File: src/rtl/core/bucketed_hash_set_top_macros.svh
// ----------------------------------------------------------------------------
// Bucketed hash set assertion macros
// Implication and next-cycle checks shared by the core modules.
// ----------------------------------------------------------------------------
`ifndef BUCKETED_HASH_SET_TOP_MACROS_SVH
`define BUCKETED_HASH_SET_TOP_MACROS_SVH

`ifndef SYNTH
`define BHS_ASSERT_IMP(lbl, clk, rst, ante, cons) \
  lbl: assert property (@(posedge clk) disable iff (rst) (ante) |-> (cons)) \
    else $error("assertion failed");
`define BHS_ASSERT_NXT(lbl, clk, rst, ante, cons) \
  lbl: assert property (@(posedge clk) disable iff (rst) (ante) |=> (cons)) \
    else $error("assertion failed");
`else
`define BHS_ASSERT_IMP(lbl, clk, rst, ante, cons)
`define BHS_ASSERT_NXT(lbl, clk, rst, ante, cons)
`endif

`endif

File: src/rtl/core/bhs_pkg.sv
// ----------------------------------------------------------------------------
// Bucketed hash set package
// Sizes, item types, operation codes and sequencer states of the core.
// ----------------------------------------------------------------------------
package bhs_pkg;

  localparam int NUM_BUCKETS  = 8;
  localparam int BUCKET_DEPTH = 8;
  localparam int KEY_WIDTH    = 31;

  localparam int SLOT_TOTAL = NUM_BUCKETS * BUCKET_DEPTH;
  localparam int BUCKET_W   = (NUM_BUCKETS > 1) ? $clog2(NUM_BUCKETS) : 1;
  localparam int DEPTH_W    = (BUCKET_DEPTH > 1) ? $clog2(BUCKET_DEPTH) : 1;
  localparam int PTR_W      = $clog2(BUCKET_DEPTH + 1);
  localparam int SLOT_W     = (SLOT_TOTAL > 1) ? $clog2(SLOT_TOTAL) : 1;
  localparam int CNT_W      = $clog2(KEY_WIDTH + 1);

  localparam int CFG_W = 4;
  localparam int FUNC_W = 2;
  localparam logic [CFG_W-1:0] BUCKET_COUNT_RESET = 4'd8;

  localparam logic [FUNC_W-1:0] OP_INSERT = 2'd0;
  localparam logic [FUNC_W-1:0] OP_SEARCH = 2'd1;
  localparam logic [FUNC_W-1:0] OP_REMOVE = 2'd2;

  typedef struct packed {
    logic [FUNC_W-1:0]    func;
    logic [KEY_WIDTH-1:0] key;
  } req_t;

  typedef struct packed {
    logic found;
    logic full_res;
  } resp_t;

  typedef struct packed {
    logic             done;
    logic [CFG_W-1:0] rem;
  } div_stat_t;

  typedef enum logic [1:0] {
    ST_IDLE,
    ST_DIV,
    ST_WALK,
    ST_FIN
  } state_t;

endpackage

File: src/rtl/core/bhs_divider.sv
// ----------------------------------------------------------------------------
// Bucketed hash set modulo unit
// Restoring remainder of the key by the saturated bucket count, one bit a cycle.
// ----------------------------------------------------------------------------
`include "bucketed_hash_set_top_macros.svh"

module bhs_divider (
  input  logic                           clk,
  input  logic                           rst,
  input  logic                           start,
  input  logic [bhs_pkg::KEY_WIDTH-1:0]  dividend,
  input  logic [bhs_pkg::CFG_W-1:0]      count,
  output bhs_pkg::div_stat_t             stat
);
  import bhs_pkg::*;

  logic [KEY_WIDTH-1:0] shreg;
  logic [CFG_W-1:0]     rem;
  logic [CFG_W-1:0]     rem_next;
  logic [CFG_W-1:0]     divisor;
  logic [CFG_W-1:0]     divisor_next;
  logic [CNT_W-1:0]     cnt;
  logic                 busy;
  logic                 done;
  logic [CFG_W:0]       partial;

  always_comb begin
    if (count == '0) begin
      divisor_next = CFG_W'(1);
    end else if (int'(count) > NUM_BUCKETS) begin
      divisor_next = CFG_W'(NUM_BUCKETS);
    end else begin
      divisor_next = count;
    end
  end

  always_comb begin
    partial = {rem, shreg[KEY_WIDTH-1]};
    if (partial >= {1'b0, divisor}) begin
      rem_next = CFG_W'(partial - {1'b0, divisor});
    end else begin
      rem_next = partial[CFG_W-1:0];
    end
  end

  always_ff @(posedge clk) begin
    if (rst) begin
      busy <= 1'b0;
      done <= 1'b0;
      cnt  <= '0;
    end else begin
      done <= busy && (cnt == CNT_W'(1));
      if (start) begin
        busy <= 1'b1;
        cnt  <= CNT_W'(KEY_WIDTH);
      end else if (busy) begin
        cnt <= cnt - CNT_W'(1);
        if (cnt == CNT_W'(1)) begin
          busy <= 1'b0;
        end
      end
    end
  end

  always_ff @(posedge clk) begin
    if (start) begin
      shreg   <= dividend;
      rem     <= '0;
      divisor <= divisor_next;
    end else if (busy) begin
      shreg <= {shreg[KEY_WIDTH-2:0], 1'b0};
      rem   <= rem_next;
    end
  end

  assign stat.done = done;
  assign stat.rem  = rem;

  `BHS_ASSERT_IMP(a_rem_below_divisor, clk, rst, done, rem < divisor)
  `BHS_ASSERT_NXT(a_start_sets_busy, clk, rst, start, busy)
  `BHS_ASSERT_IMP(a_busy_count_live, clk, rst, busy, cnt != '0)

endmodule

File: src/rtl/core/bucketed_hash_set_top.sv
// ----------------------------------------------------------------------------
// Bucketed hash set
// Insert, search and remove of keys in fixed-depth buckets chosen by modulo.
// ----------------------------------------------------------------------------
// The key is reduced in the shared modulo unit, then the bucket is walked
// through the key memory read port, then the result register is loaded.
// One item is worked on at a time and the next is taken the cycle after the
// result is loaded.
// Reset is synchronous; it clears all valid bits at once and sets the bucket
// count to eight, with no clearing pass over the key memory.
`include "bucketed_hash_set_top_macros.svh"

module bucketed_hash_set_top (
  input  logic                           clk,
  input  logic                           rst,
  input  logic                           req_valid,
  output logic                           req_stall,
  input  bhs_pkg::req_t                  req,
  output logic                           resp_valid,
  input  logic                           resp_stall,
  output bhs_pkg::resp_t                 resp,
  input  logic                           cfg_valid,
  output logic                           cfg_ready,
  input  logic [bhs_pkg::CFG_W-1:0]      cfg_data
);
  import bhs_pkg::*;

  state_t                state;
  state_t                state_next;
  logic [CFG_W-1:0]      bucket_count;
  logic [FUNC_W-1:0]     op;
  logic [KEY_WIDTH-1:0]  key;
  logic [BUCKET_W-1:0]   bucket;
  logic [PTR_W-1:0]      ptr;
  logic                  pend;
  logic [DEPTH_W-1:0]    pend_idx;
  logic [KEY_WIDTH-1:0]  rd_key;
  logic [SLOT_TOTAL-1:0] slot_valid;
  logic [KEY_WIDTH-1:0]  slot_key [SLOT_TOTAL];
  logic                  res_found;
  logic                  res_full;
  div_stat_t             div_stat;

  logic                  accept;
  logic                  issue;
  logic [SLOT_W-1:0]     issue_addr;
  logic [SLOT_W-1:0]     pend_addr;
  logic                  is_hit;
  logic                  is_last;
  logic                  walk_end;
  logic                  load_resp;

  assign accept    = req_valid && !req_stall;
  assign req_stall = (state != ST_IDLE);
  assign cfg_ready = (state == ST_IDLE);

  bhs_divider u_divider (
    .clk      (clk),
    .rst      (rst),
    .start    (accept),
    .dividend (req.key),
    .count    (bucket_count),
    .stat     (div_stat)
  );

  assign issue_addr = SLOT_W'(int'(bucket) * BUCKET_DEPTH)
                    + SLOT_W'(ptr[DEPTH_W-1:0]);
  assign pend_addr  = SLOT_W'(int'(bucket) * BUCKET_DEPTH) + SLOT_W'(pend_idx);
  assign issue      = (state == ST_WALK) && (int'(ptr) < BUCKET_DEPTH);

  always_comb begin
    if (op == OP_INSERT) begin
      is_hit = pend && !slot_valid[pend_addr];
    end else if ((op == OP_SEARCH) || (op == OP_REMOVE)) begin
      is_hit = pend && slot_valid[pend_addr] && (rd_key == key);
    end else begin
      is_hit = 1'b0;
    end
  end

  assign is_last  = pend && (pend_idx == DEPTH_W'(BUCKET_DEPTH - 1));
  assign walk_end = (state == ST_WALK) && (is_hit || is_last);

  always_ff @(posedge clk) begin
    if (rst) begin
      state <= ST_IDLE;
    end else begin
      state <= state_next;
    end
  end

  always_comb begin
    state_next = state;
    load_resp  = 1'b0;
    unique case (state)
      ST_IDLE: begin
        if (accept) begin
          state_next = ST_DIV;
        end
      end
      ST_DIV: begin
        if (div_stat.done) begin
          state_next = ST_WALK;
        end
      end
      ST_WALK: begin
        if (walk_end) begin
          state_next = ST_FIN;
        end
      end
      ST_FIN: begin
        if (!resp_valid || !resp_stall) begin
          load_resp  = 1'b1;
          state_next = ST_IDLE;
        end
      end
      default: begin
        state_next = ST_IDLE;
      end
    endcase
  end

  always_ff @(posedge clk) begin
    if (rst) begin
      bucket_count <= BUCKET_COUNT_RESET;
      slot_valid   <= '0;
      resp_valid   <= 1'b0;
      pend         <= 1'b0;
    end else begin
      if (cfg_valid && cfg_ready) begin
        bucket_count <= cfg_data;
      end
      if (walk_end && is_hit) begin
        if (op == OP_INSERT) begin
          slot_valid[pend_addr] <= 1'b1;
        end else if (op == OP_REMOVE) begin
          slot_valid[pend_addr] <= 1'b0;
        end
      end
      if (load_resp) begin
        resp_valid <= 1'b1;
      end else if (!resp_stall) begin
        resp_valid <= 1'b0;
      end
      pend <= issue && !walk_end;
    end
  end

  always_ff @(posedge clk) begin
    if (accept) begin
      op  <= req.func;
      key <= req.key;
    end
    if (state == ST_DIV) begin
      bucket <= BUCKET_W'(div_stat.rem);
      ptr    <= '0;
    end else if (issue) begin
      ptr <= ptr + PTR_W'(1);
    end
    if (issue) begin
      pend_idx <= ptr[DEPTH_W-1:0];
    end
    if (walk_end) begin
      res_found <= is_hit && (op != OP_INSERT);
      res_full  <= !is_hit && (op == OP_INSERT);
    end
    if (load_resp) begin
      resp.found    <= res_found;
      resp.full_res <= res_full;
    end
  end

  always_ff @(posedge clk) begin
    if (walk_end && is_hit && (op == OP_INSERT)) begin
      slot_key[pend_addr] <= key;
    end
    if (issue) begin
      rd_key <= slot_key[issue_addr];
    end
  end

  `BHS_ASSERT_IMP(a_busy_stalls, clk, rst, state != ST_IDLE, req_stall)
  `BHS_ASSERT_IMP(a_div_done_in_div, clk, rst, div_stat.done, state == ST_DIV)
  `BHS_ASSERT_IMP(a_flags_exclusive, clk, rst, resp_valid && resp.full_res, !resp.found)

endmodule

File: config.mk
export PLATFORM = sky130hd
export DESIGN_NAME = bucketed_hash_set_top
export DESIGN_NICKNAME = d
export VERILOG_FILES = /design/src/rtl/core/bhs_pkg.sv /design/src/rtl/core/bhs_divider.sv /design/src/rtl/core/bucketed_hash_set_top.sv
export VERILOG_INCLUDE_DIRS = /design/src /design/src/rtl/core
export SDC_FILE = /design/constraint.sdc
export NUM_CORES = 2
export LEC_CHECK = 0
export BUFFER_PORTS_ARGS = -buffer_cell sky130_fd_sc_hd__buf_2
export CORE_UTILIZATION = 40
export DETAILED_ROUTE_END_ITERATION = 16
export GPL_TIMING_DRIVEN = 0
export SYNTH_ARGS = -nofsm -noshare
export SYNTH_HDL_FRONTEND = slang
export SYNTH_SLANG_ARGS = --single-unit
File: constraint.sdc
create_clock -name clk -period 5 [get_ports clk]
set_clock_uncertainty 0.2 [all_clocks]
set_input_delay 0.75 -clock clk [delete_from_list [all_inputs] [get_ports clk]]
set_output_delay 0.75 -clock clk [all_outputs]
set_load 0.03 [all_outputs]
Word-level counts from Yosys, hierarchy flattened
Memory sizes are Yosys's and may differ from the RTL's. A register that Yosys moved wholly into a read port is not among the register bits.
Cells that the tools add are included.
Operators by class
  add/subtract/negate cells: 5
  $mul: 0
  div/mod/pow operators: 0
  $lt $le $gt $ge: 5
  eq/ne operators: 13
  shift operators: 0
  muxes and demuxes: 28
  bitwise logic cells: 3
  reductions and logical operators: 34
Operator list (number)
  $mux 64: 2
  $and 64x64->64: 1
  $not 64->64: 1
  $or 64x64->64: 1
  $mux 31: 2
  $eq 31x31->1: 1
  $logic_and 1x1->1: 15
  $mux 1: 13
  $add 6x3->6: 2
  $mux 5: 2
  $mux 2: 4
  $mux 4: 2
  $pmux 2 s4: 1
  $reduce_bool 2->1: 4
  $lt 6x7->1 const B: 1
  $bmux 1 s6: 1
  $demux 1 s6: 1
  $eq 2x2->1 const B: 3
  $ge 6x1->1 const B: 1
  $logic_not 1->1: 6
  $ne 2x1->1 const B: 3
  $eq 5x1->1 const B: 1
  $ge 5x4->1: 1
  $sub 5x1->5 const B: 1
  13 further kinds: 18
Storage, ports and cells
  bits in registers: 165
  bits in latches: 0
  RAM bits: 1984
  ROM bits: 0
  bits of input ports: 42
  output and inout bits: 5
  word-level logic and storage cells: 110
  memories: 1
Memory list
  slot_key: words 64, bits a word 31, read ports 1, clocked after Yosys merged registers in 1, wr ports 1, RTL line bucketed_hash_set_top.sv:39  | logic [KEY_WIDTH-1:0] slot_key [SLOT_TOTAL];

Depth between registers and ports, before layout
  depth after elaboration: 13
  mapped depth: 12
  depth with buffers taken out: 9

Hierarchy
Synthesis repeated with hierarchy kept, for this count alone.
Unflattened totals
  cell total of the unflattened synthesis: 3809
  area, all modules: 84462.3 sq um
Modules (own cells, without submodules)
  bucketed_hash_set_top: times used 1, cells each 3652, area an instance 82288.9 sq um, seq. area each 63320.7 sq um
  bhs_divider: times used 1, cells each 157, area an instance 2173.3 sq um, seq. area each 1271.2 sq um

Worst setup path after synthesis
No wires, ideal clock.
  kind: register to register
  from: reg pend_idx[0]
  to: mem slot_key[40][0], enable pin
  library setup time: 419 ps
  data arrival time: 3411 ps
  data required time: 4381 ps
  setup slack: 969 ps
  stages on the path, launching flop included: 13
  path buffers: 5
  clock period less this slack: 4031 ps
  cells stage by stage: edfxtp_1 > buf_2 > buf_2 > mux2i_1 > a22oi_1 > nand3_1 > and4_1 > buf_2 > nand3_1 > or2_1 > buf_2 > buf_2 > nor2_1
Between the ends
  longest elaborated chain between the ends: 13
  elaborated cells on any way between the ends: 17
  those cells by class: 1 x add/sub; 1 x eq/ne; 6 x mux; 9 x reduce/logical
RTL lines
  start: declaration: RTL line bucketed_hash_set_top.sv:36  | logic [DEPTH_W-1:0] pend_idx;
  start signal: assignment: RTL line bucketed_hash_set_top.sv:161  | pend_idx <= ptr[DEPTH_W-1:0];
  $add 6x3->6: RTL line bucketed_hash_set_top.sv:68  | assign pend_addr = SLOT_W'(int'(bucket) * BUCKET_DEPTH) + SLOT_W'(pend_idx);
  $bmux 1 s6: RTL line bucketed_hash_set_top.sv:73, bucketed_hash_set_top.sv:75
  $mux 1 (not written as such): RTL line bucketed_hash_set_top.sv:73, bucketed_hash_set_top.sv:75
  $logic_and 1x1->1 (2 in a row): RTL line bucketed_hash_set_top.sv:75  | is_hit = pend && slot_valid[pend_addr] && (rd_key == key);
  $mux 1: RTL line bucketed_hash_set_top.sv:74  | end else if ((op == OP_SEARCH) || (op == OP_REMOVE)) begin
  $mux 1: RTL line bucketed_hash_set_top.sv:72  | if (op == OP_INSERT) begin
  $logic_or 1x1->1: RTL line bucketed_hash_set_top.sv:82  | assign walk_end = (state == ST_WALK) && (is_hit || is_last);
  $logic_and 1x1->1: RTL line bucketed_hash_set_top.sv:82
  $logic_and 1x1->1 (2 in a row): RTL line bucketed_hash_set_top.sv:174  | if (walk_end && is_hit && (op == OP_INSERT)) begin
  $mux 1: RTL line bucketed_hash_set_top.sv:174
  $mux 1 (not written as such): RTL line bucketed_hash_set_top.sv:175  | slot_key[pend_addr] <= key;
  end: declaration: RTL line bucketed_hash_set_top.sv:39
Several ways; a longest one is shown, not always the timed one. The select of a mux whose other input is x is not followed.

Worst setup path after layout
  from: reg ptr[1]
  to: reg rd_key[29] (read register of slot_key) (data pin)
Between the ends
  longest elaborated chain between the ends: 2
  elaborated cells on any way between the ends: 3
  those cells by class: 1 x add/sub; 1 x order compare; 1 x reduce/logical
RTL lines
  start: declaration: RTL line bucketed_hash_set_top.sv:34  | logic [PTR_W-1:0] ptr;
  start signal: assignment: RTL line bucketed_hash_set_top.sv:158  | ptr <= ptr + PTR_W'(1);
  branches (longest 2 deep; another with $add 6x3->6)
  end: declaration: RTL line bucketed_hash_set_top.sv:37  | logic [KEY_WIDTH-1:0] rd_key;
Parallel ways; which one is timed is not known.
A chain may end at the register's enable or synchronous reset.

==> metrics.cfg <==
[sta]
finalWorstSetupSlack_ns=-0.163
finalCritPeriodShare=1.03
relSlewSlack=-0.105
hold_viol=0
fin_hold_ws_ns=0.0581
finalSetupViolCount=154
fmax_mhz=194
rsz0062_at_grt=true
tightest_slew_ns=1.66
slew_violations=12
fin_crit_ns=5.16

[synthesis]
synth_top_area_frac=0.746
async_flop_share=0
syn-cell-area_sq_mm=0.0842
yosysMostFrequentCell=edfxtp_1
yosys_most_used_dff=edfxtp_1
synth_simple_gate_area_frac=0.0170
synth-compound-area-share=0.0228
synthMuxAreaShare=0.170
synth_top_family_by_area=multiplexers
yosysTopAreaCell=edfxtp_1
ys_seq_area_frac=0.767
ys_ff_latch=2180
syn_area_per_cell_sq_um=21.7
synth.area.top_cells=edfxtp_1 75%, mux4_2 15%, mux2i_1 2.1%, dfxtp_1 2.1%, o32ai_1 0.67%
synthCells=3878
syn_nets=3934
ys_types=51
ys_warn_count=0
synth_fa_ha_area_frac=0.00217
synth_commonest_cells=2093 x edfxtp_1, 555 x mux4_2, 178 x mux2i_1
synth_edf_count=2093
yosys.area_share.xor_xnor=0.00395

[clocking]
numCtsBuffers=205
cts_buffer_depth=3
post_cts_buffers=0
clk_latency_ns=0.88
cts.htree.levels=4
cts_root_buf=clkbuf_16
tritoncts=yes
clk_pin_slew_worst_paths_ns=0.06
clock-sinks=2180

[placed_design]
dp_hpwl_um=181000
port_buffers=46
gp_congestion=0.850

[grt]
grt_pass1_wl_um=362000
grt_max_degree=40
antenna_found_initial=6
grt_overflow_total=0
grt_pass1_vias=43476
grt_util_all_layers=0.252

[power_and_ir_drop]
peakVddDrop_mv=0.409
power.density_mw_per_mm2=478
power_uw=47600
leakage_uw=0.0303

[job]
drv_cap=1

[detailed_routing]
drc=0
vias=45029
vias_per_cell=6.14
routed_wl_um=268000
dr.pass1.iters=6
wl_per_cell_um=36.6
drtIter0Drc=7235
postRouteAntennaNets=0

[worst_setup_path]
cp-startpoint=ptr[1]
crit_type=reg2reg
r2r-end=rd_key[29]
end_kind=register
start_kind=register
cp.required_ns=5.38
reg2reg_depth=9
crit_fanout=10
timing.rr.start=ptr[1]
cp.arrival_ns=5.54
reg2reg_slack_ns=-0.16

[outcome]
failed_checks=capacitance limit, slew limit, setup timing
status=complete, but fails checks

[die]
initial_utilization=0.402
ios=47
dieArea_sq_mm=0.212
coreArea_sq_mm=0.209
fp-row-count=168
die-height_um=461
fp.dieW_um=461

[hold_path]
holdPathStages=1
min_from=req[10]
whs_endpoint=key[10]
hold_path_class=in2reg

[cells_and_area]
fill_cells=16982
final_nets=4418
drive_above_1_share=0.280
area_growth_pct=18.3
final_util=0.476

[cell usage in the layout (no fill, tap or decap), types with 13 or more instances in the layout]
| cell type | count |
|---|---|
| a211oi_1 | 70 |
| a21oi_1 | 16 |
| a22oi_1 | 13 |
| buf_1 | 31 |
| buf_12 | 92 |
| buf_16 | 93 |
| buf_2 | 114 |
| buf_4 | 13 |
| buf_6 | 13 |
| clkbuf_1 | 133 |
| clkbuf_16 | 212 |
| clkbuf_2 | 30 |
| clkinv_1 | 52 |
| clkinv_2 | 40 |
| dfxtp_1 | 87 |
| dlygate4sd3_1 | 40 |
| edfxtp_1 | 2093 |
| ha_1 | 13 |
| inv_1 | 80 |
| mux2i_1 | 178 |
| mux4_2 | 555 |
| nand2_1 | 133 |
| nand3_1 | 22 |
| nor2_1 | 24 |
| nor2_4 | 64 |
| nor3_1 | 13 |
| o22ai_1 | 66 |
| o32ai_1 | 64 |
| xor2_1 | 32 |
[worst max-delay path, stage by stage, from the launching register on]
cell and delay [ns]:
dfxtp_1 0.64, buf_2 0.37, buf_2 0.48, clkbuf_2 0.51, clkbuf_1 0.71, mux4_2 0.45, mux2i_1 0.30, o22ai_1 0.21
a211oi_1 0.81, nand2_1 0.14
[stage by stage]
step | worst slack, ns | cell area, sq um | cells | setup TNS [ns]
2_1_floorplan | 0.969 | 84200 | 3878 | 0
3_3_place_gp | -3.58 | 88000 | 6729 | -6134.63
3_5_place_dp | -0.853 | 92900 | 6919 | -26.18
4_1_cts | 0.00893 | 99600 | 7329 | 0
5_1_grt | -0.110 | 99700 | 7331 | -11.94
6_report | -0.163 | 99700 | 7335 | -7.82
[state kept, by name, summed over array words and instances, names as in the netlist, 5 cells and up, named ones only]
register,flops
slot_key,1984
u_divider.shreg,31
rd_key,31
key,31
u_divider.cnt,5
[how the worst max path moves through the flow]
stage | end | slack, ns | depth (start not counted)
2_1_floorplan | slot_key[40][0] | 0.97 | 12
3_3_place_gp | slot_key[14][20] | -3.58 | 8
3_5_place_dp | rd_key[4] | -0.85 | 9
4_1_cts | slot_key[54][29] | 0.009 | 11
5_1_grt | slot_key[51][25] | -0.11 | 11
6_report | rd_key[29] | -0.16 | 9
[layer usage]
| layer | GRT usage | wire length (um) | up-vias |
|---|---|---|---|
| li1 | - | - | 17255 |
| met2 | 0.384 | 123000 | 3025 |
| met1 | 0.344 | 101000 | 24143 |
| met5 | 0 | 71 | - |
| met3 | 0.0654 | 31400 | 596 |
| met4 | 0.106 | 12900 | 10 |
[what timing repair did]
action | in CTS | in global routing
endpoints found under the setup margin | 288 | 214
endpoints found under the hold margin | 52 | 1
gates resized for setup | 27 | 11
hold buffers | 39 | 1
[cell type report]
cell class                 instances  area (sq um)  area share
multi-input combinational       1377         18700       0.188
antenna                            4          10.0    0.000100
buffer                           239          1170      0.0118
sequential                      2180         64600       0.648
clock inverter                   108           747     0.00750
timing repair buffer             277          5120      0.0514
inverter                          82           308     0.00309
clock buffer                     263          5510      0.0553
tap                             2805          3510      0.0352
[logic make-up (layout without fill, tap and decap cells)]
| group | after synthesis | count (layout) |
|---|---|---|
| AO/OA/AOI/OAI | 265 | 265 |
| XOR/XNOR | 38 | 38 |
| adder cells (fa/ha/maj) | 14 | 14 |
| buffers and inverters | 321 | 969 |
| flip-flops | 2180 | 2180 |
| multiplexers | 737 | 737 |
| other | 0 | 4 |
| AND/OR/NAND/NOR | 323 | 323 |
[power by group]
group          total [uW]  internal [uW]  switching, uW
registers           21900          21400            459
logic               10900           4250           6620
clock network       14900           8060           6800
(Power assumes the default switching activity.)
